File: config.mk
export PLATFORM = sky130hd
export DESIGN_NAME = cfc_ram
export DESIGN_NICKNAME = d
export VERILOG_FILES = /design/src/rtl/core/cfc_ram.sv
export SDC_FILE = /design/constraint.sdc
export NUM_CORES = 1
export LEC_CHECK = 0
export BUFFER_PORTS_ARGS = -buffer_cell sky130_fd_sc_hd__buf_2
export CAP_MARGIN = 20
export CORE_MARGIN = 2
export CORE_UTILIZATION = 59
export CTS_BUF_LIST = sky130_fd_sc_hd__clkbuf_4 sky130_fd_sc_hd__clkbuf_8
export CTS_CLUSTER_SIZE = 10
export DETAILED_ROUTE_END_ITERATION = 6
export GPL_TIMING_DRIVEN = 0
export PLACE_DENSITY = 0.77
export SLEW_MARGIN = 20
export SYNTH_ARGS = -nofsm -noshare
export SYNTH_HDL_FRONTEND = slang
export SYNTH_SLANG_ARGS = --single-unit
File: constraint.sdc
create_clock -name clk -period 3 [get_ports clk]
set_clock_uncertainty 0.15 [all_clocks]
set_input_delay 0.75 -clock clk [delete_from_list [all_inputs] [get_ports clk]]
set_output_delay 0.75 -clock clk [all_outputs]
set_load 0.03 [all_outputs]
File: src/rtl/core/cfc_ram.sv
module cfc_ram #(
  parameter int WIDTH = 8,
  parameter int DEPTH = 16
) (
  input  logic                     clk,
  input  logic                     we,
  input  logic [$clog2(DEPTH)-1:0] waddr,
  input  logic [WIDTH-1:0]         wdata,
  input  logic [$clog2(DEPTH)-1:0] raddr,
  output logic [WIDTH-1:0]         rdata
);
  logic [WIDTH-1:0] mem [DEPTH];
  logic [WIDTH-1:0] rdata_r;

  always_ff @(posedge clk) begin
    if (we) begin
      mem[waddr] <= wdata;
    end
    rdata_r <= mem[raddr];
  end

  assign rdata = rdata_r;
endmodule

### Word level (Yosys, flattened, before mapping)

Memories as Yosys holds them, arrays and structs flattened. A register that Yosys moved wholly into a read port is not among the register bits.
Cells that the tools add are included.

| storage, ports and cells | value |
|---|---|
| flip-flop bits (word level) | 0 |
| memory bits (writable) | 128 |
| input port bits | 18 |
| logic and storage cells | 3 |
| memories kept | 1 |

Memories:

| name | depth | bits a word | read ports | clocked after memory_dff | write ports | line | RTL |
|---|---|---|---|---|---|---|---|
| mem | 16 | 8 | 1 | 1 | 1 | 12 | `logic [WIDTH-1:0] mem [DEPTH];` |

| operators by class | value |
|---|---|
| mux-type cells | 2 |

Operators by type and width:

| operator | number |
|---|---|
| 1-bit two-way mux | 2 |

### Depth between registers and ports, before layout

Gate-level depths: netlist of the first run.

| depth | value |
|---|---|
| depth in word-level cells | 2 |
| depth in mapped cells | 5 |
| gate-level depth less buffers | 3 |

### Worst setup path before layout of the first run

Ideal clock, no wire load.

| timing | value |
|---|---|
| kind | in2reg |
| start point | in waddr[2] |
| end point | mem mem[0][0] (enable) |
| setup time | 0.383 ns |
| data arrival time | 1.860 ns |
| slack | 0.607 ns |
| cell stages on the path | 2 |
| buffers on the path | 0 |
| cells stage by stage | or3b_2 -> nor3_1 |

RTL lines:

| what | line | RTL |
|---|---|---|
| from (decl) | 7 | `input logic [$clog2(DEPTH)-1:0] waddr,` |
| to (decl) | 12 |  |

Straight into the memory's write port.

### Worst setup path in the final report of the first run

| timing | value |
|---|---|
| start point | in waddr[2] |
| end point | mem mem[2][6] (enable) |

Straight into the memory's write port.

==> results of run 1 <==
-- cell type report --
type	instances	area share [%]
sequential	136	68.7
tap	108	2.32
multi-input combinational	83	18.5
timing repair buffer	24	2.06
clock buffer	19	4.27
buffer	10	1.48
clock inverter	13	2.68
-- state kept, by name, summed over array words and instances, names as in the netlist --
signal and cells:
mem 128, rdata 8
-- worst max-delay path: stages --
cell and delay [ns]:
buf_2 0.12, or3b_2 0.54, nor2_1 0.64
-- worst paths after layout --
path,startpoint,endpoint,slack (ns)
min,mem[11][0],rdata[0],0.53
min reg2reg,mem[11][0],rdata[0],0.53
max reg2reg,mem[4][0],rdata[0],1.42
max,waddr[2],mem[2][6],0.86
-- cell families after synthesis --
| family | Yosys count |
|---|---|
| and+or+nand+nor | 35 |
| AOI/OAI and AO/OA | 16 |
| muxes | 32 |
| buffers and inverters | 10 |
| DFF | 136 |
-- per-layer routing --
layer | wire length (microns) | vias up
li1 | - | 1056
met1 | 3800 | 1236
met2 | 4530 | 120
met3 | 731 | 5
met4 | 72 | 0
met5 | 0 | -
-- stage by stage --
step,utilization (%),instance area (sq um),instances
after global placement,62.9,5400,361
after detailed placement,63.1,5420,361
final,67.8,5830,393
after floorplan,-,5150,229
after CTS,67.8,5830,393
after global routing,67.8,5830,393
-- power by group through the flow --
stage,sequential (mW),combinational (mW),clock (mW)
floorplan,2.20,0.108,0
global placement,2.17,0.216,0
detailed placement,2.17,0.224,0
CTS,2.13,0.225,1.52
global route,2.13,0.238,1.59
finish,2.13,0.223,1.50
-- synthesized netlist by cell type --
cell type	number	area share (%)
buf_6	3	0.66
edfxtp_1	128	75
nor2b_1	1	0.12
mux4_1	14	7.1
nor2_1	13	0.95
nand3_1	1	0.097
a22oi_1	16	2.3
dfxtp_1	8	3.1
clkdlybuf4s25_2	3	0.58
and2b_1	1	0.15
nand2b_1	2	0.24
or3b_2	1	0.17
nand3b_1	2	0.29
and2_1	1	0.12
buf_4	1	0.15
buf_2	3	0.29
nand2_1	9	0.66
mux4_2	18	7.9
nor3_1	4	0.39
==> metrics.yaml, run 1 <==
htree_levels: 4
synth_compound_area_share_pct: 2.33
arrival_ns: 2.04
postCtsHoldBufs: 0
nNetsFinal: 290
tightestPinTransition_ns: 0.804
post-route-period-util_pct: 71.5
final_cell_mix: "edfxtp_1, buf_2, mux4_2"
path_max_fanout: 8
hold_class: "reg2reg"
grt_pass1_vias: 2269
cts_resized: 0
vias_per_cell: 6.15
gp_congestion: 0.699
start_util_pct: 59.9
io_buffers: 24
maxCapViolations: 0
grt_most_used_layer: "met1"
seqPwrFrac_pct: 55.3
slew_headroom_pct: 46.2
muxShareOfSynthArea_pct: 15.0
layout_commonest_cell: "edfxtp_1"
switchingPower_mw: 0.815
critical_path_class: "in2reg"
p_per_area_mw_per_mm2: 662
grtUsageTotal_pct: 20.7
p_comb_share_pct: 5.8
synth_top_family_by_area: "multiplexers"
peakVddDrop_mv: 0.497
switching_share_pct: 21.1
dr.pass1.iters: 4
grt_overflow_total: 0
cts_tree: "built"
rows: 34
endpoint_kind: "flop"
area_delta_synth_final_pct: 13.2
core_sq_mm: 0.00859
diodes: 0
drtIter0Drc: 296
die_area_sq_mm: 0.00949
cts.clk_slew.worst_paths_ns: 0.07
num_vias: 2417
drc: 0
worst_hold_slack_ns: 0.534
p_int_mw: 3.04
wl_per_cell_microns: 23.3
grt_util_met2_pct: 30.5
status: "finished clean"
fmax_ghz: 0.466
multi_input_area_sq_mm: 0.00108
die_width_microns: 97.4
num-fill-cells: 536
final_antenna_net_count: 0
period_needed_ns: 2.14
cp.required_ns: 2.90
synthSimpleGateAreaFrac_pct: 3.18
ys_seq_area_share_pct: 77.8
hold_violations: 0
seq_area_sq_mm: 0.00400
p_clk_share_pct: 39.0
finalSetupTns_ns: 0
syn_inst: 229
boundaryPins: 26
yosys_warnings: 0
worst_slack_ns: 0.856
r2r_cells: 3
finalSetupViolations: 0
totalWireLength_microns: 9140
cts_max_path_buffers: 2
drive_gt1_share_pct: 31.2
met1_usage_pct: 30.8
ys_seq_elements: 136
worstSkewPairLatency_ns: 0.43
pre_cts_ws_ns: 0.422
worstSetupStartpointType: "input port"
cts.sinks: 136
rsz0062_at_grt: "no"
synthDistinctLibCells: 19
gr-usage-met3_pct: 5.68
dp_hpwl_microns: 5680
synth_nets: 247
drv_slew: 0
cts_made_buffers: 17
synth_area_per_cell_sq_um: 22.5
synth_fa_ha_area_share_pct: 0
grt_max_degree: 17
grt_pass1_wl_microns: 13700
min_path_cells: 3
clock-root-buffer: "clkbuf_8"
p_total_mw: 3.86
antenna_found_initial: 0
die_h_microns: 97.4
cts_setup_buffers: 0
synth-xor-area-share_pct: 0
p_leak_nw: 1.95
synthesis.area_sq_mm: 0.00515
(Power assumes the default switching activity.)
==> run 2, diff against run 1 <==
--- a/config.mk
+++ b/config.mk
@@ -5,6 +5,7 @@
 export SDC_FILE = /design/constraint.sdc
 export NUM_CORES = 1
 export LEC_CHECK = 0
+export ABC_AREA = 1
 export BUFFER_PORTS_ARGS = -buffer_cell sky130_fd_sc_hd__buf_2
 export CAP_MARGIN = 20
 export CORE_MARGIN = 2
==> constraint.sdc (replaced) <==
create_clock -name clk -period 2.1 [get_ports clk]
set_clock_uncertainty 0.15 [all_clocks]
set_input_delay 0.525 -clock clk [delete_from_list [all_inputs] [get_ports clk]]
set_output_delay 0.525 -clock clk [all_outputs]
set_load 0.03 [all_outputs]
==> run 2 against run 1 <==
  * Synthesized cell count is 140% higher
  * Clock-buffer cell count down 2
  * Hold slack got worse by 0.20 ns
  * Clock power up 57%
  * Final area is 11% higher
  * Sequential share of layout area fell by 6.9 points
  * Register-to-register slack got worse by 0.52 ns
  * Highest routed layer unchanged
==> metrics.yaml, run 2 <==
cts_made_buffers: 17  # unchanged
rsz0062_at_grt: "no"
wl_per_cell_microns: 18.8  # -19%
gp_congestion: 0.910  # +30%
synthSimpleGateAreaFrac_pct: 21.0  # +18 points
synthFlopType: "edfxtp_1"
arrival_ns: 1.66  # -0.38 ns
peakVddDrop_mv: 0.520  # +4.5%
switchingPower_mw: 1.38  # +69%
postCtsHoldBufs: 0  # unchanged
hold_violations: 0  # unchanged
period_needed_ns: 1.74
top_register: "mem"
cpMaxStageDelayCell: "nor2_1"
die_h_microns: 103  # +5.6%
worstSkewPairLatency_ns: 0.45  # +0.02 ns
switching_share_pct: 23.7  # +2.6 points
worst_hold_slack_ns: 0.333  # -0.201 ns
cts_resized: 0  # unchanged
pre_cts_ws_ns: -0.0809  # -0.503 ns
die_area_sq_mm: 0.0106  # +12%
worstPathCellList: "buf_2 -> nand3b_1 -> nor2_1"
area_delta_synth_final_pct: 12.4
grt_pass1_vias: 3739  # +65%
grt_max_degree: 17  # unchanged
worst_slack_ns: 0.362  # -0.494 ns
slew_headroom_pct: 35.4  # -11 points
status: "finished clean"
maxCapViolations: 0  # unchanged
boundaryPins: 26  # unchanged
drc: 0  # unchanged
p_per_area_mw_per_mm2: 898  # +36%
antenna_found_initial: 0  # unchanged
num_vias: 4042  # +67%
vias_per_cell: 5.48  # -11%
muxShareOfSynthArea_pct: 0  # -15 points
synth.most_common_cell: "nand2_1"
synth_nets: 569  # +130%
synth-xor-area-share_pct: 0  # unchanged
synth_top_area_share_pct: 66.7  # -8.0 points
dp_hpwl_microns: 8840  # +56%
die_width_microns: 103  # +5.6%
synthesis.area_sq_mm: 0.00577  # +12%
drive_gt1_share_pct: 13.1  # -18 points
critPathMaxStageDelay_ns: 0.77  # +0.13 ns
critical_path_class: "in2reg"
cts_tree: "built"
path_max_fanout: 8  # unchanged
diodes: 0  # unchanged
cts.clk_slew.worst_paths_ns: 0.08  # about the same
drv_slew: 0  # unchanged
start_util_pct: 59.8  # -0.075 points
p_total_mw: 5.82  # +51%
synth-edff-count: 128  # unchanged
worstSetupStartpointType: "input port"
yosys_warnings: 0  # unchanged
grt_pass1_wl_microns: 21000  # +53%
synthDistinctLibCells: 12  # -7
cts_setup_buffers: 0  # unchanged
tightestPinTransition_ns: 0.965  # +0.161 ns
final_cell_mix: "nand2_1, edfxtp_1, inv_1"
io_buffers: 22  # -8.3%
ys_seq_area_share_pct: 69.4  # -8.4 points
cp.required_ns: 2.02  # -0.88 ns
multi_input_area_sq_mm: 0.00121  # +13%
critPathTopFamily: "simple AND/OR/NAND/NOR gates"
grtUsageTotal_pct: 28.7  # +8.0 points
synth_top_family_by_area: "simple AND/OR/NAND/NOR gates"
synth_fa_ha_area_share_pct: 0  # unchanged
synth_common_cells: "nand2_1, edfxtp_1, inv_1, nand3_1, nor2_1"
dr.pass1.iters: 5  # +1
synth_compound_area_share_pct: 0  # -2.3 points
clock-root-buffer: "clkbuf_8"
cts_max_path_buffers: 2  # unchanged
drtIter0Drc: 440  # +49%
ys_top_cells_by_area: "edfxtp_1, nand2_1, nand3_1"
synth_area_per_cell_sq_um: 10.5  # -53%
p_comb_share_pct: 7.4  # +1.6 points
seqPwrFrac_pct: 52.3  # -3.0 points
nNetsFinal: 610  # +110%
final_antenna_net_count: 0  # unchanged
p_clk_share_pct: 40.3  # +1.3 points
fmax_ghz: 0.575
finalSetupViolations: 0  # unchanged
ys_seq_elements: 136  # unchanged
p_int_mw: 4.44  # +46%
rows: 36  # +5.9%
p_leak_nw: 2.82  # +45%
largest_reg_flops: 128  # unchanged
endpoint_kind: "flop"
htree_levels: 4  # unchanged
grt_overflow_total: 0  # unchanged
syn_inst: 551  # +140%
synthArstFlopShare_pct: 0  # unchanged
path_buf_inv: 1  # unchanged
num-fill-cells: 774  # +44%
post-route-period-util_pct: 82.8
totalWireLength_microns: 13900  # +52%
core_sq_mm: 0.00964  # +12%
layout_commonest_cell: "nand2_1"
yosys.area.top_type: "edfxtp_1"
seq_area_sq_mm: 0.00400  # unchanged
cts.sinks: 136  # unchanged
hold_class: "in2reg"
-- run 2: final cells by class --
class | instances | share of cell area [%]
Buffer | 24 | 2.57
Clock buffer | 17 | 3.61
Sequential cell | 136 | 61.8
Inverter | 102 | 5.91
Timing Repair Buffer | 22 | 1.70
Multi-Input combinational cell | 289 | 18.7
Tap cell | 133 | 2.57
Clock inverter | 15 | 3.15
-- run 2: worst paths after layout --
path | start | to | slack, ns | cells past startpoint
worst max-delay path | waddr[3] | mem[7][2] | 0.36 | 3
worst min-delay path | wdata[2] | mem[1][2] | 0.33 | 1
worst max register to register | mem[3][2] | rdata[2] | 0.90 | 6
worst min register to register | mem[9][6] | rdata[6] | 0.54 | 6
-- run 2: logic make-up (layout without fill, tap and decap cells) --
group / count (synthesis) / in the layout
flip-flops: 136 / 136
AND/OR/NAND/NOR: 289 / 289
buffers and inverters: 126 / 180
-- run 2: power groups by stage --
stage          Combinational (mW)  Sequential [mW]  Clock, mW
2_1_floorplan               0.214             3.14          0
5_1_grt                     0.465             3.05       2.45
3_3_place_gp                0.412             3.10          0
6_report                    0.430             3.05       2.35
4_1_cts                     0.425             3.05       2.35
3_5_place_dp                0.420             3.11          0
-- run 2: routing by layer --
metal | GRT usage, % | wire, microns | up-vias | share of wire, %
met2 | 43.0 | 6470 | 244 | 47
met5 | 0 | 0 | - | 0
li1 | - | - | 1857 | -
met1 | 41.1 | 5740 | 1917 | 41
met4 | 12.2 | 302 | 0 | 2.2
met3 | 6.31 | 1400 | 24 | 10
-- run 2: stage by stage --
step | TNS, ns | utilization (%) | instances | instance area [sq um]
after floorplan | 0 | - | 551 | 5770
after global placement | -0.894 | 62.7 | 706 | 6040
after detailed placement | -1.95 | 62.7 | 706 | 6040
after CTS | 0 | 67.2 | 738 | 6480
after global routing | 0 | 67.2 | 738 | 6480
final | 0 | 67.2 | 738 | 6480
